$ cat config.mk
export PLATFORM = sky130hd
export DESIGN_NAME = keyword_intent_classifier
export DESIGN_NICKNAME = d
export VERILOG_FILES = /design/src/design/kic_pkg.sv /design/src/design/kic_match.sv /design/src/design/keyword_intent_classifier.sv
export SDC_FILE = /design/constraint.sdc
export NUM_CORES = 1
export LEC_CHECK = 0
export ABC_AREA = 1
export BUFFER_PORTS_ARGS = -buffer_cell sky130_fd_sc_hd__buf_4
export CORE_MARGIN = 4
export CORE_UTILIZATION = 46
export DETAILED_ROUTE_END_ITERATION = 12
export HOLD_SLACK_MARGIN = 0.02
export PLACE_DENSITY = 0.73
export SKIP_LAST_GASP = 1
export SLEW_MARGIN = 20
export SYNTH_ARGS = -nofsm -noshare
export SYNTH_HDL_FRONTEND = slang
export SYNTH_SLANG_ARGS = --single-unit
$ cat constraint.sdc
create_clock -name clk -period 2.5 [get_ports clk]
set_clock_uncertainty 0.05 [all_clocks]
set_input_delay 0.375 -clock clk [delete_from_list [all_inputs] [get_ports clk]]
set_output_delay 0.375 -clock clk [all_outputs]
set_load 0.05 [all_outputs]
$ cat src/design/kic_pkg.sv
`timescale 1ns / 1ps

package kic_pkg;

  localparam int unsigned WINDOW_LEN_DEFAULT = 10;

  // Longest keyword in either dictionary, in bytes.
  localparam int unsigned KW_MAX_LEN = 10;
  localparam int unsigned KW_BITS = KW_MAX_LEN * 8;

  localparam int unsigned LOGIC_COUNT = 26;
  localparam int unsigned CREATIVE_COUNT = 23;

  // Keywords are right-aligned: the last letter sits in the low byte, the
  // unused upper bytes are zero.
  localparam logic [KW_BITS-1:0] LOGIC_WORDS [LOGIC_COUNT] = '{
    KW_BITS'("plus"), KW_BITS'("minus"), KW_BITS'("times"), KW_BITS'("multiply"),
    KW_BITS'("divide"), KW_BITS'("compute"), KW_BITS'("calculate"),
    KW_BITS'("crc8"), KW_BITS'("crc"), KW_BITS'("increment"), KW_BITS'("mod256"),
    KW_BITS'("hash"), KW_BITS'("exact"), KW_BITS'("verify"), KW_BITS'("lookup"),
    KW_BITS'("year"), KW_BITS'("add"), KW_BITS'("subtract"), KW_BITS'("sum"),
    KW_BITS'("product"), KW_BITS'("modulo"), KW_BITS'("wiki"), KW_BITS'("fact"),
    KW_BITS'("true"), KW_BITS'("false"), KW_BITS'("equals")
  };

  localparam logic [KW_BITS-1:0] CREATIVE_WORDS [CREATIVE_COUNT] = '{
    KW_BITS'("poem"), KW_BITS'("haiku"), KW_BITS'("story"), KW_BITS'("imagine"),
    KW_BITS'("invent"), KW_BITS'("joke"), KW_BITS'("write"), KW_BITS'("draft"),
    KW_BITS'("brainstorm"), KW_BITS'("creative"), KW_BITS'("fiction"),
    KW_BITS'("song"), KW_BITS'("lyrics"), KW_BITS'("metaphor"), KW_BITS'("riddle"),
    KW_BITS'("roleplay"), KW_BITS'("pretend"), KW_BITS'("dream"), KW_BITS'("paint"),
    KW_BITS'("narrate"), KW_BITS'("essay"), KW_BITS'("opine"), KW_BITS'("rhyme")
  };

  typedef enum logic [1:0] {
    INTENT_UNKNOWN  = 2'd0,
    INTENT_LOGIC    = 2'd1,
    INTENT_CREATIVE = 2'd2,
    INTENT_MIXED    = 2'd3
  } intent_t;

  typedef struct packed {
    logic [7:0] char_byte;
    logic       has_char;
    logic       end_of_turn;
  } char_item_t;

  typedef struct packed {
    intent_t intent;
    logic    logic_seen;
    logic    creative_seen;
  } intent_result_t;

  typedef struct packed {
    logic logic_hit;
    logic creative_hit;
  } kic_hits_t;

  // True when the keyword ends at the newest byte (low byte) of the window.
  function automatic logic word_ends(input logic [KW_BITS-1:0] win,
                                     input logic [KW_BITS-1:0] kw);
    logic ok;
    ok = 1'b1;
    for (int k = 0; k < KW_MAX_LEN; k++) begin
      if (kw[k*8 +: 8] != 8'd0 && win[k*8 +: 8] != kw[k*8 +: 8]) begin
        ok = 1'b0;
      end
    end
    return ok;
  endfunction

  function automatic logic [7:0] to_lower(input logic [7:0] c);
    if (c >= "A" && c <= "Z") begin
      return c + 8'd32;
    end
    return c;
  endfunction

endpackage

$ cat src/design/kic_match.sv
`timescale 1ns / 1ps

module kic_match import kic_pkg::*; #(
  parameter int unsigned WINDOW_LEN = WINDOW_LEN_DEFAULT
) (
  input  logic [WINDOW_LEN*8-1:0] window,
  output kic_hits_t               hits
);

  logic [KW_BITS-1:0] recent_win;

  // Keywords never exceed KW_MAX_LEN bytes, so only the newest bytes matter.
  assign recent_win = window[KW_BITS-1:0];

  always_comb begin
    hits = '0;
    for (int i = 0; i < LOGIC_COUNT; i++) begin
      if (word_ends(recent_win, LOGIC_WORDS[i])) begin
        hits.logic_hit = 1'b1;
      end
    end
    for (int i = 0; i < CREATIVE_COUNT; i++) begin
      if (word_ends(recent_win, CREATIVE_WORDS[i])) begin
        hits.creative_hit = 1'b1;
      end
    end
  end

endmodule

$ cat src/design/keyword_intent_classifier.sv
`timescale 1ns / 1ps

// Keyword intent classifier. Feed a text turn one byte per transfer on the
// char channel; mark the last byte with end_of_turn (or send end_of_turn with
// has_char low to close a turn, which for an empty turn gives unknown). Each
// byte is lowercased (A-Z only) and, with the WINDOW_LEN-1 bytes before it,
// compared against fixed logic and creative keyword lists, so keywords match
// case-insensitively anywhere in the turn. A digit together with an operator
// ('+', '*', '=' anywhere, or '-' after a digit) also counts as logic. One
// result transfer (intent, logic_seen, creative_seen) follows each end of
// turn, after which the window and flags are cleared. Throughput is one byte
// per cycle unless the char channel stalls: an item sits in one input register,
// the parallel keyword compare and the flag update run combinationally on the
// history register and the staged byte, and the result lands in an output
// register after the input register. The char channel stalls only when an
// end of turn item waits behind a result that is itself stalled.
module keyword_intent_classifier import kic_pkg::*; #(
  parameter int unsigned WINDOW_LEN = WINDOW_LEN_DEFAULT
) (
  input  logic           clk,
  input  logic           rst,
  input  logic           char_valid,
  output logic           char_stall,
  input  char_item_t     char_item,
  output logic           intent_valid,
  input  logic           intent_stall,
  output intent_result_t intent_result
);

  localparam int unsigned HIST_BITS = (WINDOW_LEN - 1) * 8;

  // Input register
  logic       stage_valid;
  char_item_t stage;

  // Per-turn state
  logic [HIST_BITS-1:0] recent;
  logic                 logic_flag;
  logic                 creative_flag;
  logic                 digit_flag;
  logic                 operator_flag;

  logic [HIST_BITS-1:0] recent_next;
  logic                 logic_flag_next;
  logic                 creative_flag_next;
  logic                 digit_flag_next;
  logic                 operator_flag_next;

  logic                   out_free;
  logic                   stage_go;
  logic [7:0]             lower_char;
  logic [WINDOW_LEN*8-1:0] window;
  kic_hits_t              hits;
  logic                   logic_any;
  intent_result_t         result_next;

  // Handshake: the stage advances unless it holds an end of turn and the
  // result register cannot take a new result this cycle.
  assign out_free   = !intent_valid || !intent_stall;
  assign stage_go   = stage_valid && (!stage.end_of_turn || out_free);
  assign char_stall = stage_valid && !stage_go;

  // Newest byte in the low byte of the window.
  assign lower_char = to_lower(stage.char_byte);
  assign window     = {recent, lower_char};

  kic_match #(
    .WINDOW_LEN(WINDOW_LEN)
  ) u_match (
    .window(window),
    .hits  (hits)
  );

  always_comb begin
    recent_next        = recent;
    logic_flag_next    = logic_flag;
    creative_flag_next = creative_flag;
    digit_flag_next    = digit_flag;
    operator_flag_next = operator_flag;

    if (stage.has_char) begin
      recent_next        = window[HIST_BITS-1:0];
      logic_flag_next    = logic_flag || hits.logic_hit;
      creative_flag_next = creative_flag || hits.creative_hit;
      digit_flag_next    = digit_flag || (lower_char >= "0" && lower_char <= "9");
      // A minus counts only once a digit has been seen earlier in the turn.
      if (lower_char == "+" || lower_char == "*" || lower_char == "=" ||
          (lower_char == "-" && digit_flag)) begin
        operator_flag_next = 1'b1;
      end
    end

    // Classify from the flags as updated by this item.
    logic_any = logic_flag_next || (digit_flag_next && operator_flag_next);
    result_next.logic_seen    = logic_any;
    result_next.creative_seen = creative_flag_next;
    if (logic_any && creative_flag_next) begin
      result_next.intent = INTENT_MIXED;
    end else if (logic_any) begin
      result_next.intent = INTENT_LOGIC;
    end else if (creative_flag_next) begin
      result_next.intent = INTENT_CREATIVE;
    end else begin
      result_next.intent = INTENT_UNKNOWN;
    end
  end

  // Input register: load on every transfer, hold while stalled.
  always_ff @(posedge clk) begin
    if (rst) begin
      stage_valid <= 1'b0;
    end else if (!char_stall) begin
      stage_valid <= char_valid;
    end
  end

  always_ff @(posedge clk) begin
    if (!char_stall) begin
      stage <= char_item;
    end
  end

  // Turn state: advance on each processed item, clear after end of turn.
  always_ff @(posedge clk) begin
    if (rst) begin
      recent        <= '0;
      logic_flag    <= 1'b0;
      creative_flag <= 1'b0;
      digit_flag    <= 1'b0;
      operator_flag <= 1'b0;
    end else if (stage_go) begin
      if (stage.end_of_turn) begin
        recent        <= '0;
        logic_flag    <= 1'b0;
        creative_flag <= 1'b0;
        digit_flag    <= 1'b0;
        operator_flag <= 1'b0;
      end else begin
        recent        <= recent_next;
        logic_flag    <= logic_flag_next;
        creative_flag <= creative_flag_next;
        digit_flag    <= digit_flag_next;
        operator_flag <= operator_flag_next;
      end
    end
  end

  // Result register: fill on end of turn, drop once the transfer completes.
  always_ff @(posedge clk) begin
    if (rst) begin
      intent_valid <= 1'b0;
    end else if (stage_go && stage.end_of_turn) begin
      intent_valid <= 1'b1;
    end else if (!intent_stall) begin
      intent_valid <= 1'b0;
    end
  end

  always_ff @(posedge clk) begin
    if (stage_go && stage.end_of_turn) begin
      intent_result <= result_next;
    end
  end

endmodule
==> results by group <==
Synth
  – Part of the Yosys area used for sequential elements: approximately 35%
  – Syn nets: just under 1000
  – Post-Synthesis Cells: ~960
  – Cell types with the largest area share after synthesis: sky130_fd_sc_hd__dfxtp_1 27%, sky130_fd_sc_hd__nand2_1 21%, sky130_fd_sc_hd__nor2_1 9.3%
  – Synth async-reset ratio: 0%
  – Top-area cell type share of the netlist area: 27.23%
  – Number of flops mapped to enable cells by yosys: 14
  – Number of distinct standard cells referenced by the synthesized netlist: 34
  – YS warnings: 0
  – Synth area leader: sky130_fd_sc_hd__dfxtp_1
  – Mean cell area of the mapped netlist: 6.006 sq um
  – Mapped Area: between 5000 and 6000 sq um
  – Number of register bits inferred by synthesis: 92
  – Dominant register cell in the synthesized netlist: sky130_fd_sc_hd__dfxtp_1

Floorplan
  – Height of the die: around 120 um
  – Number of rows created at floorplan: 40
  – Effective utilization at floorplan: between 40% and 50%
  – Core area: approximately 12000 sq um
  – Top-level port count: 20
  – Die span in x: approximately 120 um
  – Full die area: roughly 14000 sq um

Drt
  – DRT antenna net count: 0
  – Routed len/inst: 15.83 um
  – Number of DRC markers after the initial detailed-route iteration: approximately 670
  – Final wirelength: 18.53 mm
  – Via-to-Cell Ratio: 5.348
  – Count of unresolved DRC violations after routing: 0
  – Number of iterations in the first detailed-routing pass: 6
  – Total number of vias: roughly 6300

Worst hold path
  – Hold path start: char_item[1]
  – Path type of the worst min-delay path: in2reg

Timing
  – Relative slew slack: between 60 and 70%
  – Pin slew with the least headroom to its limit: ~0.58 ns
  – Final critical-path required period: approximately 2.3 ns
  – Final setup violating endpoints: 0
  – Max Slew Vio Count: 0
  – Max Clk Rate: approximately 0.43 GHz
  – Final Hold Viols: 0
  – Period utilisation layout: 93.93%

Critical path
  – Critical path's most frequent cell: sky130_fd_sc_hd__nand2_1
  – Highest fanout seen on the critical path: 20
  – Data arrival time of the critical path: around 2.4 ns
  – Cell with the biggest individual delay on the critical path: sky130_fd_sc_hd__edfxtp_1
  – Endpoint type of the worst setup path: flop
  – Family with the most delay on the worst path: simple AND/OR/NAND/NOR gates
  – Start point of the critical path: stage[3]
  – List of cells traversed by the critical path: inv_1 > nor2_2 > nand2_1 > nand2_2 > nand4_1 > nand2_2 > nor2_2 > buf_12 > and2_4 > a21oi_1 > nand3_1 > nor2_1 > nand2_1 > nand2_1 > o211ai_1
  – Worst path max stage delay: about 0.5 ns
  – CP bufs+invs: 2
  – Nature of the critical path startpoint: flop
  – Critical path type: reg2reg
  – Reg2reg start: stage[3]
  – Endpoint required time on the critical path: approximately 2.5 ns

Finish
  – NumNets Final: between 1000 and 1500
  – Antenna diodes: 0
  – Layout cells sized above 1: between 10% and 20%
  – Leading cell type in the layout, fill and taps excluded: sky130_fd_sc_hd__nand2_1
  – Non-filler cells in the finished layout: 1170
  – Post-route design area: approximately 6600 sq um
  – Synth-to-Final Area Change: 15.68%
  – Commonest cells after routing, fill and taps aside: 316 x sky130_fd_sc_hd__nand2_1, 137 x sky130_fd_sc_hd__nor2_1, 121 x sky130_fd_sc_hd__inv_1, 78 x sky130_fd_sc_hd__dfxtp_1, 77 x sky130_fd_sc_hd__a21oi_1

CTS
  – Clk Latency, worst-skew pair: approximately 0.35 ns
  – Cts bufs inserted: 9
  – Sinks on the clock net: approximately 90
  – Clock root buffer: sky130_fd_sc_hd__clkbuf_16
  – Clock tree from TritonCTS: built
  – Reg clk slew, reported paths: approximately 0.070 ns
  – Clk buf depth: 2
  – Number of H-tree levels: 3

GRT
  – Largest net degree at the start of global routing: 73
  – Wire length of the first global-routing pass: between 20 and 30 mm
  – Global Route met3 Usage: slightly below 6%
  – Total Routing Usage GR: about 26%
  – Met2 Use GR: 37.18%
  – Global routing usage on met1: 37.30%
  – Antenna violations before repair: 0
  – Total congestion overflow after global routing: 0
  – Layer carrying the most global-route usage: met1
  – Vias in the first global route: 5676

Placed design
  – Half-perimeter wire length after placement: around 14 mm
  – Port Buf Inserts: 19
  – Number of cells in the design after placement: between 1000 and 1500
  – Last weighted congestion value of the routability-driven placer: around 1.1
  – Cell Area, Placed: between 6000 and 7000 sq um

Power
  – Peak ir drop on the vdd network: approximately 0.37 mV
  – Cell Pwr Density: about 460 nW/um^2
  – LEAKAGE: 2.504 nW

Outcome
  – Result of the run: finished, final reports clean

Flow run
  – Total of max-cap violations: 0
==> registers in the layout (all words and copies together), names as in the netlist <==
| name | cells |
|---|---|
| creative_flag | 1 |
| digit_flag | 1 |
| intent_result | 4 |
| intent_valid | 1 |
| logic_flag | 1 |
| operator_flag | 1 |
| recent | 72 |
| stage | 10 |
| stage_valid | 1 |
==> final timing paths <==
path | end | cells after the start | slack, ns
setup / recovery | intent_result[1] | 15 | 0.15
hold / removal | stage[1] | 1 | 0.15
setup reg to reg | intent_result[1] | 15 | 0.15
hold reg to reg | recent[64] | 2 | 0.41
==> routing by layer <==
metal | routed length [um] | vias to the layer above
li1 | - | 3128
met1 | 8414 | 2782
met3 | 1616 | 61
met2 | 7759 | 286
met4 | 733 | 0
met5 | 0 | -
==> cell usage after synthesis, drive strengths merged (2+ instances only) <==
master and number:
nand2 320, buf 5, and3 2, a21oi 79, nor3 28, inv 123, dfxtp 78, nand4 36
nand3 66, edfxtp 14, nand3b 5, o21ai 9, nor4 8, nor2 149, clkbuf 25
==> layout make-up <==
type,count,area [sq um]
clock buffers,12,246.5
clock inverters,4,32.53
fillers,1260,5477
inverters,124,467.9
multi-input cells,709,3191
flip-flops and latches,92,1982
well taps,168,210.2
repair buffers,61,505.5
==> power breakdown <==
part,switching [W],internal [W]
Combinational,0.000125,0.0000645
Sequential,0.0000213,0.00152
Clock,0.000592,0.000711
Total,0.000738,0.00229
==> per-stage QoR <==
step                      setup WS, ns  total power, W  TNS, ns  utilization, %  hold slack (ns)
after floorplan                 0.4264        0.001677        0               -           0.3909
after global placement          0.1869        0.001738        0           51.58           0.3980
after detailed placement        0.1703        0.001739        0           51.58           0.4014
after CTS                       0.1584        0.003038        0           53.88           0.1397
after global routing          -0.05010        0.003137  -0.1052           54.78           0.1371
final                           0.1518        0.003030        0           54.78           0.1474
==> cells by family (layout without fill, tap and decap cells) <==
| logic type | Yosys count | in the layout | share of synthesized area, % |
|---|---|---|---|
| AOI/OAI and AO/OA | 91 | 91 | 8.312 |
| buffers and inverters | 154 | 201 | 10.54 |
| DFF | 92 | 92 | 34.55 |
| adders and majority gates | 1 | 1 | 0.2181 |
| and+or+nand+nor | 617 | 617 | 46.38 |
==> repair_timing <==
action / CTS / global route
hold buffers: 0 / 0
resized for setup: 0 / 11
endpoints found under the hold margin: 0 / 0
setup buffers: 0 / 9
setup endpoints to repair: 0 / 6
(Power assumes the default switching activity.)
